===== src/hw/rtl/sfc_pkg.sv =====
// ----------------------------------------------------------------------------
// sfc_pkg
// shared types and codes of the searchable fifo with counts
// ----------------------------------------------------------------------------
package sfc_pkg;

   typedef enum logic [3:0] {
      OP_PUSH        = 4'd0,
      OP_POP         = 4'd1,
      OP_FIND        = 4'd2,
      OP_REPLACE     = 4'd3,
      OP_LIST_ALL    = 4'd4,
      OP_LIST_EVEN   = 4'd5,
      OP_LIST_ODD    = 4'd6,
      OP_COUNT_EVEN  = 4'd7,
      OP_COUNT_PRIME = 4'd8
   } op_type;

   typedef enum logic [1:0] {
      ST_OK      = 2'd0,
      ST_FULL    = 2'd1,
      ST_EMPTY   = 2'd2,
      ST_NOMATCH = 2'd3
   } status_type;

   typedef enum logic [2:0] {
      FS_IDLE,
      FS_RD,
      FS_CHK,
      FS_PRIME,
      FS_LRD,
      FS_LCHK,
      FS_FIN
   } fsm_type;

   typedef enum logic [1:0] {
      PR_IDLE,
      PR_TEST,
      PR_DIV
   } prime_state_type;

   typedef struct packed {
      logic done;
      logic prime;
   } prime_rsp_type;

   // queue depth, tied to the position and tally field widths
   localparam int unsigned DEPTH      = 8;

   localparam int unsigned ITEM_BITS  = 16;
   localparam int unsigned POS_BITS   = 3;
   localparam int unsigned TALLY_BITS = 4;

endpackage


===== src/hw/rtl/sfc_prime.sv =====
// ----------------------------------------------------------------------------
// sfc_prime
// iterative prime test: trial divisors with a bit-serial remainder
// ----------------------------------------------------------------------------
module sfc_prime #(
   parameter int unsigned VALUE_BITS = 16
) (
   input  logic                  clock,
   input  logic                  reset,
   input  logic                  start,
   input  logic [VALUE_BITS-1:0] value,
   output sfc_pkg::prime_rsp_type rsp
);
   import sfc_pkg::*;

   localparam int unsigned VB = VALUE_BITS;
   localparam int unsigned BW = $clog2(VB);

   prime_state_type state_ff, state_in;
   logic [VB-1:0] v_ff, v_in;
   logic [VB-1:0] d_ff, d_in;
   logic [VB+1:0] sq_ff, sq_in;
   logic [VB:0]   rem_ff, rem_in;
   logic [BW-1:0] bit_ff, bit_in;
   logic          done_ff, done_in;
   logic          prime_ff, prime_in;

   logic [VB:0] rem_shift;
   logic [VB:0] rem_sub;
   logic        sq_over;

   assign rem_shift = {rem_ff[VB-1:0], v_ff[bit_ff]};
   assign rem_sub   = (rem_shift >= {1'b0, d_ff}) ? rem_shift - {1'b0, d_ff} : rem_shift;
   assign sq_over   = sq_ff > (VB+2)'(v_ff);

   // next state
   always_comb begin
      state_in = state_ff;
      unique case (state_ff)
         PR_IDLE: begin
            if (start && value >= VB'(2)) state_in = PR_TEST;
         end
         PR_TEST: begin
            state_in = sq_over ? PR_IDLE : PR_DIV;
         end
         PR_DIV: begin
            if (bit_ff == '0) state_in = (rem_sub == '0) ? PR_IDLE : PR_TEST;
         end
         default: state_in = PR_IDLE;
      endcase
   end

   // datapath
   always_comb begin
      v_in     = v_ff;
      d_in     = d_ff;
      sq_in    = sq_ff;
      rem_in   = rem_ff;
      bit_in   = bit_ff;
      done_in  = 1'b0;
      prime_in = prime_ff;
      unique case (state_ff)
         PR_IDLE: begin
            if (start) begin
               v_in  = value;
               d_in  = VB'(2);
               sq_in = (VB+2)'(4);
               if (value < VB'(2)) begin
                  done_in  = 1'b1;
                  prime_in = 1'b0;
               end
            end
         end
         PR_TEST: begin
            rem_in = '0;
            bit_in = BW'(VB - 1);
            if (sq_over) begin
               done_in  = 1'b1;
               prime_in = 1'b1;
            end
         end
         PR_DIV: begin
            rem_in = rem_sub;
            bit_in = bit_ff - 1'b1;
            if (bit_ff == '0) begin
               if (rem_sub == '0) begin
                  done_in  = 1'b1;
                  prime_in = 1'b0;
               end else begin
                  d_in  = d_ff + 1'b1;
                  sq_in = sq_ff + (VB+2)'({d_ff, 1'b0}) + (VB+2)'(1);
               end
            end
         end
         default: ;
      endcase
   end

   always_ff @(posedge clock) begin
      if (reset) begin
         state_ff <= PR_IDLE;
         done_ff  <= 1'b0;
      end else begin
         state_ff <= state_in;
         done_ff  <= done_in;
      end
      v_ff     <= v_in;
      d_ff     <= d_in;
      sq_ff    <= sq_in;
      rem_ff   <= rem_in;
      bit_ff   <= bit_in;
      prime_ff <= prime_in;
   end

   assign rsp.done  = done_ff;
   assign rsp.prime = prime_ff;

endmodule


===== src/hw/rtl/searchable_fifo_with_counts.sv =====
// ----------------------------------------------------------------------------
// searchable_fifo_with_counts
// bounded fifo in a circular memory with find, replace, list and count
// ----------------------------------------------------------------------------
// push and empty-queue cases: after the input transfer the result goes through FS_FIN to the output register
// pop, find, replace, count even: each occupied entry walked passes a memory read
//   state (FS_RD) and a check state (FS_CHK), then the result goes through FS_FIN
// list: a counting pass (FS_RD, FS_CHK) then an output pass (FS_LRD, FS_LCHK) over the occupied entries
// count prime: each entry waits in FS_PRIME for the serial trial-division unit
// one input item is in work at a time; sync reset empties the queue, memory kept
module searchable_fifo_with_counts #(
   parameter int unsigned VALUE_BITS = 16
) (
   input  logic        clock,
   input  logic        reset,
   input  logic        req_tvalid,
   output logic        req_tready,
   input  logic [39:0] req_tdata,  // op[3:0], value[19:4], new_value[35:20], zero pad
   output logic        rsp_tvalid,
   input  logic        rsp_tready,
   output logic [31:0] rsp_tdata,  // status[1:0], item[17:2], position[20:18],
                                   // tally[24:21], zero pad
   output logic        rsp_tlast
);
   import sfc_pkg::*;

   localparam int unsigned VB = VALUE_BITS;
   localparam int unsigned PW = $clog2(DEPTH);      // memory address bits
   localparam int unsigned OW = $clog2(DEPTH + 1);  // occupancy / index bits

   // circular address: base plus offset, wrapped at DEPTH
   function automatic logic [PW-1:0] wrap_addr(logic [PW-1:0] base, logic [OW-1:0] off);
      logic [OW:0] s;
      s = (OW+1)'(base) + (OW+1)'(off);
      if (s >= (OW+1)'(DEPTH)) s = s - (OW+1)'(DEPTH);
      return s[PW-1:0];
   endfunction

   function automatic logic pick(logic [3:0] op, logic [VB-1:0] d);
      logic r;
      r = 1'b1;
      if (op == OP_LIST_EVEN) r = ~d[0];
      if (op == OP_LIST_ODD)  r = d[0];
      return r;
   endfunction

   // control state
   fsm_type       state_ff, state_in;
   logic [PW-1:0] head_ff, head_in;
   logic [OW-1:0] occ_ff, occ_in;
   logic [OW-1:0] idx_ff, idx_in;
   logic [OW-1:0] cnt_ff, cnt_in;
   logic [OW-1:0] k_ff, k_in;
   logic          rsp_valid_ff, rsp_valid_in;

   // payload
   logic [3:0]     op_ff, op_in;
   logic [VB-1:0]  key_ff, key_in;
   logic [VB-1:0]  repl_ff, repl_in;
   status_type     res_status_ff, res_status_in;
   logic [15:0]    res_item_ff, res_item_in;
   logic [2:0]     res_pos_ff, res_pos_in;
   logic [3:0]     res_tally_ff, res_tally_in;
   logic [31:0]    rsp_data_ff, rsp_data_in;
   logic           rsp_last_ff, rsp_last_in;

   // memory
   logic [VB-1:0] mem [DEPTH];
   logic [VB-1:0] mem_q_ff;
   logic [PW-1:0] rd_addr;
   logic          wr_en;
   logic [PW-1:0] wr_addr;
   logic [VB-1:0] wr_data;

   // prime unit
   logic          prime_start;
   prime_rsp_type prime_rsp;

   logic           accept;
   logic           can_emit;
   logic           emit;
   status_type     em_status;
   logic [15:0]    em_item;
   logic [2:0]     em_pos;
   logic [3:0]     em_tally;
   logic           em_last;
   logic           last_idx;
   logic           d_pick;
   logic [OW-1:0]  cnt_list;

   assign req_tready = (state_ff == FS_IDLE);
   assign accept     = req_tvalid && req_tready;
   assign can_emit   = !rsp_valid_ff || rsp_tready;
   assign rd_addr    = wrap_addr(head_ff, idx_ff);
   assign last_idx   = (idx_ff == occ_ff - 1'b1);
   assign d_pick     = pick(op_ff, mem_q_ff);
   assign cnt_list   = cnt_ff + OW'(d_pick);

   sfc_prime #(.VALUE_BITS(VB)) u_prime (
      .clock (clock),
      .reset (reset),
      .start (prime_start),
      .value (mem_q_ff),
      .rsp   (prime_rsp)
   );

   // next state
   always_comb begin
      state_in = state_ff;
      unique case (state_ff)
         FS_IDLE: begin
            if (accept) begin
               if (req_tdata[3:0] == OP_PUSH) state_in = FS_FIN;
               else if (req_tdata[3:0] > OP_COUNT_PRIME) state_in = FS_IDLE;
               else if (occ_ff == '0) state_in = FS_FIN;
               else state_in = FS_RD;
            end
         end
         FS_RD: state_in = FS_CHK;
         FS_CHK: begin
            priority case (op_ff)
               OP_POP: state_in = FS_FIN;
               OP_FIND, OP_REPLACE: begin
                  if (mem_q_ff == key_ff || last_idx) state_in = FS_FIN;
                  else state_in = FS_RD;
               end
               OP_LIST_ALL, OP_LIST_EVEN, OP_LIST_ODD: begin
                  if (!last_idx) state_in = FS_RD;
                  else state_in = (cnt_list == '0) ? FS_FIN : FS_LRD;
               end
               OP_COUNT_EVEN: state_in = last_idx ? FS_FIN : FS_RD;
               OP_COUNT_PRIME: state_in = FS_PRIME;
               default: state_in = FS_IDLE;
            endcase
         end
         FS_PRIME: begin
            if (prime_rsp.done) state_in = last_idx ? FS_FIN : FS_RD;
         end
         FS_LRD: state_in = FS_LCHK;
         FS_LCHK: begin
            if (!d_pick) state_in = FS_LRD;
            else if (can_emit) state_in = (k_ff + 1'b1 == cnt_ff) ? FS_IDLE : FS_LRD;
         end
         FS_FIN: begin
            if (can_emit) state_in = FS_IDLE;
         end
         default: state_in = FS_IDLE;
      endcase
   end

   // datapath and outputs
   always_comb begin
      head_in       = head_ff;
      occ_in        = occ_ff;
      idx_in        = idx_ff;
      cnt_in        = cnt_ff;
      k_in          = k_ff;
      op_in         = op_ff;
      key_in        = key_ff;
      repl_in       = repl_ff;
      res_status_in = res_status_ff;
      res_item_in   = res_item_ff;
      res_pos_in    = res_pos_ff;
      res_tally_in  = res_tally_ff;
      wr_en         = 1'b0;
      wr_addr       = rd_addr;
      wr_data       = repl_ff;
      prime_start   = 1'b0;
      emit          = 1'b0;
      em_status     = res_status_ff;
      em_item       = res_item_ff;
      em_pos        = res_pos_ff;
      em_tally      = res_tally_ff;
      em_last       = 1'b1;
      unique case (state_ff)
         FS_IDLE: begin
            if (accept) begin
               op_in         = req_tdata[3:0];
               key_in        = VB'(req_tdata[19:4]);
               repl_in       = VB'(req_tdata[35:20]);
               idx_in        = '0;
               cnt_in        = '0;
               k_in          = '0;
               res_status_in = ST_OK;
               res_item_in   = '0;
               res_pos_in    = '0;
               res_tally_in  = '0;
               if (req_tdata[3:0] == OP_PUSH) begin
                  if (occ_ff == OW'(DEPTH)) begin
                     res_status_in = ST_FULL;
                  end else begin
                     // write at the tail
                     wr_en   = 1'b1;
                     wr_addr = wrap_addr(head_ff, occ_ff);
                     wr_data = VB'(req_tdata[19:4]);
                     occ_in  = occ_ff + 1'b1;
                  end
               end else if (occ_ff == '0) begin
                  res_status_in = ST_EMPTY;
               end
            end
         end
         FS_RD: ;
         FS_CHK: begin
            priority case (op_ff)
               OP_POP: begin
                  res_item_in = ITEM_BITS'(mem_q_ff);
                  head_in     = wrap_addr(head_ff, OW'(1));
                  occ_in      = occ_ff - 1'b1;
               end
               OP_FIND, OP_REPLACE: begin
                  if (mem_q_ff == key_ff) begin
                     wr_en      = (op_ff == OP_REPLACE);
                     res_pos_in = POS_BITS'(idx_ff);
                  end else if (last_idx) begin
                     res_status_in = ST_NOMATCH;
                  end else begin
                     idx_in = idx_ff + 1'b1;
                  end
               end
               OP_LIST_ALL, OP_LIST_EVEN, OP_LIST_ODD: begin
                  cnt_in = cnt_list;
                  if (!last_idx) idx_in = idx_ff + 1'b1;
                  else if (cnt_list == '0) res_status_in = ST_NOMATCH;
                  else idx_in = '0;
               end
               OP_COUNT_EVEN: begin
                  cnt_in       = cnt_ff + OW'(!mem_q_ff[0]);
                  res_tally_in = TALLY_BITS'(cnt_ff + OW'(!mem_q_ff[0]));
                  if (!last_idx) idx_in = idx_ff + 1'b1;
               end
               OP_COUNT_PRIME: prime_start = 1'b1;
               default: ;
            endcase
         end
         FS_PRIME: begin
            if (prime_rsp.done) begin
               cnt_in       = cnt_ff + OW'(prime_rsp.prime);
               res_tally_in = TALLY_BITS'(cnt_ff + OW'(prime_rsp.prime));
               if (!last_idx) idx_in = idx_ff + 1'b1;
            end
         end
         FS_LRD: ;
         FS_LCHK: begin
            em_status = ST_OK;
            em_item   = ITEM_BITS'(mem_q_ff);
            em_pos    = '0;
            em_tally  = '0;
            em_last   = (k_ff + 1'b1 == cnt_ff);
            if (!d_pick) begin
               idx_in = idx_ff + 1'b1;
            end else if (can_emit) begin
               emit   = 1'b1;
               k_in   = k_ff + 1'b1;
               idx_in = idx_ff + 1'b1;
            end
         end
         FS_FIN: begin
            emit = can_emit;
         end
         default: ;
      endcase
   end

   // output register: a held result does not block the next input transfer
   always_comb begin
      rsp_valid_in = rsp_valid_ff && !rsp_tready;
      rsp_data_in  = rsp_data_ff;
      rsp_last_in  = rsp_last_ff;
      if (emit) begin
         rsp_valid_in = 1'b1;
         rsp_data_in  = {7'd0, em_tally, em_pos, em_item, em_status};
         rsp_last_in  = em_last;
      end
   end

   always_ff @(posedge clock) begin
      if (wr_en) mem[wr_addr] <= wr_data;
      mem_q_ff <= mem[rd_addr];
   end

   always_ff @(posedge clock) begin
      if (reset) begin
         state_ff     <= FS_IDLE;
         head_ff      <= '0;
         occ_ff       <= '0;
         idx_ff       <= '0;
         cnt_ff       <= '0;
         k_ff         <= '0;
         rsp_valid_ff <= 1'b0;
      end else begin
         state_ff     <= state_in;
         head_ff      <= head_in;
         occ_ff       <= occ_in;
         idx_ff       <= idx_in;
         cnt_ff       <= cnt_in;
         k_ff         <= k_in;
         rsp_valid_ff <= rsp_valid_in;
      end
      op_ff         <= op_in;
      key_ff        <= key_in;
      repl_ff       <= repl_in;
      res_status_ff <= res_status_in;
      res_item_ff   <= res_item_in;
      res_pos_ff    <= res_pos_in;
      res_tally_ff  <= res_tally_in;
      rsp_data_ff   <= rsp_data_in;
      rsp_last_ff   <= rsp_last_in;
   end

   assign rsp_tvalid = rsp_valid_ff;
   assign rsp_tdata  = rsp_data_ff;
   assign rsp_tlast  = rsp_last_ff;

   // occupancy never passes the depth
   a_occ_bound: assert property (@(posedge clock) disable iff (reset)
      occ_ff <= OW'(DEPTH))
      else $error("occupancy above depth");

   // a push into a non-full queue grows it by one
   a_push_grow: assert property (@(posedge clock) disable iff (reset)
      (accept && req_tdata[3:0] == OP_PUSH && occ_ff != OW'(DEPTH))
      |=> occ_ff == OW'($past(occ_ff) + 1'b1))
      else $error("push did not grow occupancy");

   // the prime unit reports only while a prime count waits on it
   a_prime_done: assert property (@(posedge clock) disable iff (reset)
      prime_rsp.done |-> state_ff == FS_PRIME)
      else $error("prime result outside prime wait");

   // a list result never reports more items than were counted
   a_list_count: assert property (@(posedge clock) disable iff (reset)
      state_ff == FS_LCHK |-> k_ff < cnt_ff)
      else $error("list emitted past its count");

endmodule

===== config.mk =====
export PLATFORM = sky130hd
export DESIGN_NAME = searchable_fifo_with_counts
export DESIGN_NICKNAME = d
export VERILOG_FILES = /design/src/hw/rtl/sfc_pkg.sv /design/src/hw/rtl/sfc_prime.sv /design/src/hw/rtl/searchable_fifo_with_counts.sv
export SDC_FILE = /design/constraint.sdc
export NUM_CORES = 1
export LEC_CHECK = 0
export BUFFER_PORTS_ARGS = -buffer_cell sky130_fd_sc_hd__buf_2
export CAP_MARGIN = 10
export CORE_ASPECT_RATIO = 0.8
export CORE_UTILIZATION = 35
export CTS_BUF_LIST = sky130_fd_sc_hd__clkbuf_4 sky130_fd_sc_hd__clkbuf_8 sky130_fd_sc_hd__clkbuf_16
export CTS_CLUSTER_DIAMETER = 40
export DETAILED_ROUTE_END_ITERATION = 10
export PLACE_DENSITY = 0.61
export SLEW_MARGIN = 20
export SYNTH_ARGS = -nofsm -noshare
export SYNTH_HDL_FRONTEND = slang
export SYNTH_SLANG_ARGS = --single-unit

===== constraint.sdc =====
create_clock -name clock -period 5.25 [get_ports clock]
set_input_delay 0.525 -clock clock [delete_from_list [all_inputs] [get_ports clock]]
set_output_delay 0.525 -clock clock [all_outputs]
set_load 0.01 [all_outputs]

### Word level (Yosys, flattened, before mapping)

Memory sizes are Yosys's and may differ from the RTL's. A register that Yosys moved wholly into a read port is not among the register bits.
Cells that the tools add are included.

* add/subtract/negate cells: 18
* reduce and logical (&&, ||, !) cells: 39
* equal/unequal tests: 47
* magnitude comparators: 9
* bitwise logic cells: 1
* mux-type cells: 113

Operators with widths (count)
* 2-to-1 mux 16 bit: 10
* case mux 16 bit (2 select lines): 3
* 2-to-1 mux 3 bit: 22
* 2-to-1 mux 4 bit: 16
* 2-to-1 mux 18 bit: 3
* case mux 18 bit (2 select lines): 1
* case mux 4 bit (3 select lines): 3
* case mux 4 bit (2 select lines): 4
* 2-to-1 mux 1 bit: 27
* AND reduction 4 bit: 6
* 2-to-1 mux 2 bit: 11
* inequality test 2 x 1 -> 1 bit (second input constant): 11
* case mux 3 bit (7 select lines): 1
* adder 18 x 1 -> 18 bit (second input constant): 1
* adder 18 x 17 -> 18 bit: 1
* > comparator 18 x 16 -> 1 bit: 1
* greater-or-equal comparator 17 x 16 -> 1 bit: 1
* zero test 17 bit: 1
* 2-to-1 mux 17 bit: 1
* subtractor 17 x 16 -> 17 bit: 1
* adder 16 x 1 -> 16 bit (second input constant): 1
* equality test 16 bit: 1
* equality test 4 x 3 -> 1 bit (second input constant): 4
* greater-or-equal comparator 16 x 2 -> 1 bit (second input constant): 1
* 51 further kinds: 95

* output and inout port bits: 35
* bits in writable memories: 128
* memories: 1
* register bits after elaboration: 184
* input bits: 44
* word-level logic and storage cells: 253

Memories
* mem: depth 8, width 16, read ports 1, clocked after Yosys merged registers in 1, write ports 1, RTL line searchable_fifo_with_counts.sv:68 `logic [VB-1:0] mem [DEPTH];`

### Depth between registers and ports, before layout

* depth in word-level cells: 9
* gate-level depth with buffers: 16
* mapped depth without buffers: 15

### Modules after synthesis

From an unflattened synthesis, not the netlist that was laid out.

* cell total of the unflattened synthesis: 1308
* area total of the unflattened synthesis: 16475.8 sq um

By module, submodules not included
* searchable_fifo_with_counts: area each 10966.8 sq um, sequential area each 7236.9 sq um, instances 1, cells each 734
* sfc_prime: area each 5509.0 sq um, sequential area each 2192.1 sq um, instances 1, cells each 574

### Worst setup path before layout

No wires, ideal clock.

* kind: reg2reg
* from: register u_prime.bit_ff[0]
* to: register u_prime.d_ff[0], enable pin
* arrival time: 5172 ps
* path buffers: 1
* clock period less this slack: 5609 ps
* required time: 4813 ps
* cell stages (with the launch flop): 17
* setup time: 437 ps
* slack: -359 ps
* path through: edfxtp_1 buf_6 mux4_1 mux4_2 inv_1 ha_1 inv_1 fa_1 a21o_1 a221oi_2 o21ai_0 a31oi_1 xnor2_1 nand4_1 a211o_1 nor2_1 a21oi_1

* cells in the longest elaborated chain, start to end: 7
* elaborated cells between the ends (all ways): 10
* those cells by class: 1 x add/sub; 1 x order compare; 2 x eq/ne; 3 x mux; 3 x reduce/logical

Ends and longest elaborated chain
* from (decl): RTL line sfc_prime.sv:24 `logic [BW-1:0] bit_ff, bit_in;`
* from (signal assigned): RTL line sfc_prime.sv:111 `bit_ff <= bit_in;`
* binary-select mux 1 bit (select 4 bit): RTL line sfc_prime.sv:32 `assign rem_shift = {rem_ff[VB-1:0], v_ff[bit_ff]};`
* 2-to-1 mux 1 bit (implied by the code): RTL line sfc_prime.sv:32
* subtractor 17 x 16 -> 17 bit / greater-or-equal comparator 17 x 16 -> 1 bit (equally long branches): RTL line sfc_prime.sv:33 `assign rem_sub = (rem_shift >= {1'b0, d_ff}) ? rem_shift - {1'b0, d_ff} : rem_shift;`
* 2-to-1 mux 17 bit: RTL line sfc_prime.sv:33
* zero test 17 bit: RTL line sfc_prime.sv:86 `if (rem_sub == '0) begin`
* inequality test 2 bit (no line)
* AND reduction 4 bit (no line) (*)
* to (signal assigned): RTL line sfc_prime.sv:108 `d_ff <= d_in;`
* to (decl): RTL line sfc_prime.sv:21 `logic [VB-1:0] d_ff, d_in;`

Mark *: on every way between the ends. The rest lies on a longest branch, timed or not. The select of a mux whose other input is x is not followed.
A chain may end at the register's enable or synchronous reset.

### Worst setup path in the final report

* from: register u_prime.bit_ff[0]
* to: register u_prime.sq_ff[9], enable pin

* cells in the longest elaborated chain, start to end: 7
* elaborated cells between the ends (all ways): 10
* those cells by class: 1 x add/sub; 1 x order compare; 2 x eq/ne; 3 x mux; 3 x reduce/logical

Ends and longest elaborated chain
* binary-select mux 1 bit (select 4 bit): RTL line sfc_prime.sv:32
* 2-to-1 mux 1 bit (implied by the code): RTL line sfc_prime.sv:32
* subtractor 17 x 16 -> 17 bit / greater-or-equal comparator 17 x 16 -> 1 bit (equally long branches): RTL line sfc_prime.sv:33
* 2-to-1 mux 17 bit: RTL line sfc_prime.sv:33
* zero test 17 bit: RTL line sfc_prime.sv:86
* inequality test 2 bit (no line)
* AND reduction 4 bit (no line) (*)
* to (signal assigned): RTL line sfc_prime.sv:109 `sq_ff <= sq_in;`
* to (decl): RTL line sfc_prime.sv:22 `logic [VB+1:0] sq_ff, sq_in;`

Marks and branches as above.

==> impl_metrics.toml <==
[cts]
clock_path_buffers = 3
htreeDepth = 2
root_buffer = "clkbuf_16"
cts_tree = "built"
cts_buffers = 46
clk_pin_slew_ns = 0.06
cts_hold_buffers = 0
insertion_delay_ns = 0.58
cts.sinks = 328

[setup_path]
cp.required_ns = 5.49
cpPeakStageDelay_ns = 0.61
critPathArrivalTime_ns = 5.20
crit_chain = "mux4_1, mux4_2, inv_1, ha_1, inv_1, fa_1, a21o_1, a221oi_2, buf_4, nand3b_1, a2111oi_1, nand4_1, a211o_1, nor2_2, a21oi_4"
crit_top_cell = "inv_1"
cp_slowest_cell = "mux4_1"
critPathKind = "reg2reg"
critPathCaptureType = "register"
critPathBufInv = 3
worstPathMaxFanout = 17
crit_path_start_kind = "register"
crit_family = "compound AO/OA/AOI/OAI gates"

[floorplan]
die_h_um = 195
coreArea_um2 = 45700
rows = 70
io_pins = 79
fp.dieW_um = 243
design.die.area_um2 = 47300
initial_core_util_pct = 35.6

[placement]
port_buffers = 67
dp_hpwl_um = 25000
place_congestion = 0.878
dp.cells = 1981

[timing]
period_needed_ns = 4.96
max_slew_margin_pct = 25.2
worstMarginPinSlew_ns = 1.12
skew_ns = 0.0289
finalCritPeriodShare_pct = 94.6
fin_hold_ws_ns = 0.112
hold_viol = 0
setup_tns_ns = 0
setup_viol = 0
slew_violations = 0
rsz0062_at_grt = "true"
fmaxAchievable_ghz = 0.201

[drt]
via_count = 10500
antenna_left = 0
viasPerCell = 5.06
wl_per_cell_um = 17.9
wl_um = 37100
drt_pass1_iterations = 5
drc_errors = 0
initialDrtViolationCount = 757

[synth]
ys_seq_elements = 328
yosysSeqAreaShare_pct = 58.0
synth.avg_cell_area_um2 = 12.2
syn-cell-area_um2 = 16300
synth-async-reset-ratio_pct = 0
yosysUniqueCellTypes = 70
synth_cells = 1332
synthFlopType = "edfxtp_1"
ys_warn_count = 0
synth_edf_count = 286

[global_route]
grt.overflow.total = 0
antenna_found_initial = 0
grt_pass1_wl_um = 58600
met3_usage_pct = 2.67
grt_use_met2_pct = 25.4
met1_usage_pct = 21.9
grt_pass1_vias = 10200
globalRouteTotalUtil_pct = 15.8
grt_max_degree = 60
top_usage_layer = "met2"

[power]
power.total_uw = 9580
ir_drop_mv = 0.266
power_leakage_uw = 0.00704
p_per_area_nw_per_um2 = 504

[job]
cap_violations = 0

[cells_and_area]
syn_to_final_growth_pct = 17.0
stdcell_count = 2069
fin_util_pct = 41.6
antenna_cells = 0
final_common_cell = "edfxtp_1"
fillers = 4280
drive_gt1_share_pct = 17.3
fin_nets = 1535
layout_common_cells = "286 x edfxtp_1, 175 x nand2_1, 67 x a21oi_1, 67 x ha_1, 67 x buf_2"

[run_status]
status = "completed"

[min_path]
hold_path.class = "in2reg"
report_power, final:
part           switching [µW]  total [µW]  internal [µW]  leakage, µW
Sequential                342        3780           3430      0.00296
Clock                    1220        3220           2000     0.000794
Combinational            1560        2580           1010      0.00329
state kept, by name (all words and copies together) (netlist names), 4 cells and up:
name            count
key_ff             16
u_prime.sq_ff      18
mem               128
u_prime.bit_ff      4
res_item_ff        16
k_ff                4
u_prime.v_ff       16
res_tally_ff        4
idx_ff              4
cnt_ff              4
occ_ff              4
rsp_tdata          25
mem_q_ff           16
repl_ff            16
u_prime.rem_ff     16
u_prime.d_ff       16
op_ff               4
synthesized netlist by cell type (all sizes together), types with 3 or more instances:
cell type	count	area share (%)
edfxtp	286	53
nand2	176	4.1
nor2	69	1.6
a21oi	68	2.1
ha	68	5.2
and2	63	2.4
inv	57	1.3
o21ai	45	1.4
dfxtp	42	5.2
clkbuf	41	0.95
xor2	41	2.2
mux4	37	5.2
xnor2	37	2.0
nor3	32	1.0
buf	20	0.71
nand3	20	0.62
mux2	17	1.2
nand4	17	0.65
nor2b	16	0.62
nor4	16	0.62
nand2b	13	0.50
a21boi	11	0.51
a21o	11	0.51
a31oi	11	0.42
and3	11	0.42
or3	10	0.38
o21a	9	0.42
a211oi	7	0.32
a211o	6	0.32
o211ai	6	0.28
or2	6	0.23
and4	5	0.27
nand3b	5	0.23
a22oi	4	0.18
fa	4	0.49
mux2i	4	0.25
nor3b	4	0.18
o41ai	4	0.26
a221oi	3	0.20
o31ai	3	0.14
worst paths after layout:
path,from,endpoint,slack (ns),cells past startpoint
worst min register to register,k_ff[1],k_ff[1],0.48,2
worst max register to register,u_prime.bit_ff[0],u_prime.sq_ff[9],0.29,15
worst min-delay path,req_tdata[26],repl_ff[6],0.11,1
worst max-delay path,u_prime.bit_ff[0],u_prime.sq_ff[9],0.29,15
layout make-up:
cell class / instances / area, µm² / share of cell area, %
Timing Repair Buffer: 93 / 531 / 2.79
Tap cell: 612 / 766 / 4.03
Clock buffer: 57 / 1270 / 6.68
Inverter: 58 / 218 / 1.15
Sequential cell: 328 / 9430 / 49.6
Clock inverter: 29 / 350 / 1.84
Multi-Input combinational cell: 892 / 6450 / 33.9
per-layer routing:
metal / up-vias / routed length [µm] / part of all wire, %
li1: 5072 / - / -
met1: 5099 / 17400 / 47
met2: 237 / 17300 / 47
met3: 61 / 1670 / 4.5
met4: 0 / 779 / 2.1
met5: - / 0 / 0
what timing repair did:
action                                  4_1_cts  5_1_grt
gates cloned                                  1        0
hold endpoints to repair                      0        0
pin swaps                                     1        0
endpoints found under the setup margin       34       35
resized for setup                             2        1
setup buffers                                 0        1
stage by stage:
step	cell area [µm²]	setup slack [ns]
final	19000	0.285
after global routing	19000	-0.00853
after CTS	19000	0.137
after detailed placement	17400	-0.0772
after global placement	17400	0.0437
after floorplan	16300	0.366
cell families (layout without fill, tap and decap cells):
| family | after synthesis | count (layout) | share of synthesized area, % |
|---|---|---|---|
| flops | 328 | 328 | 58.0 |
| buf+inv | 119 | 237 | 2.99 |
| compound gates | 208 | 209 | 8.09 |
| simple gates | 465 | 465 | 14.0 |
| other cells | 1 | 7 | 0.0231 |
| mux | 58 | 58 | 6.64 |
| xor+xnor | 80 | 80 | 4.49 |
| fa+ha+maj | 73 | 73 | 5.79 |
No activity file was read; power rests on OpenSTA's default activity.
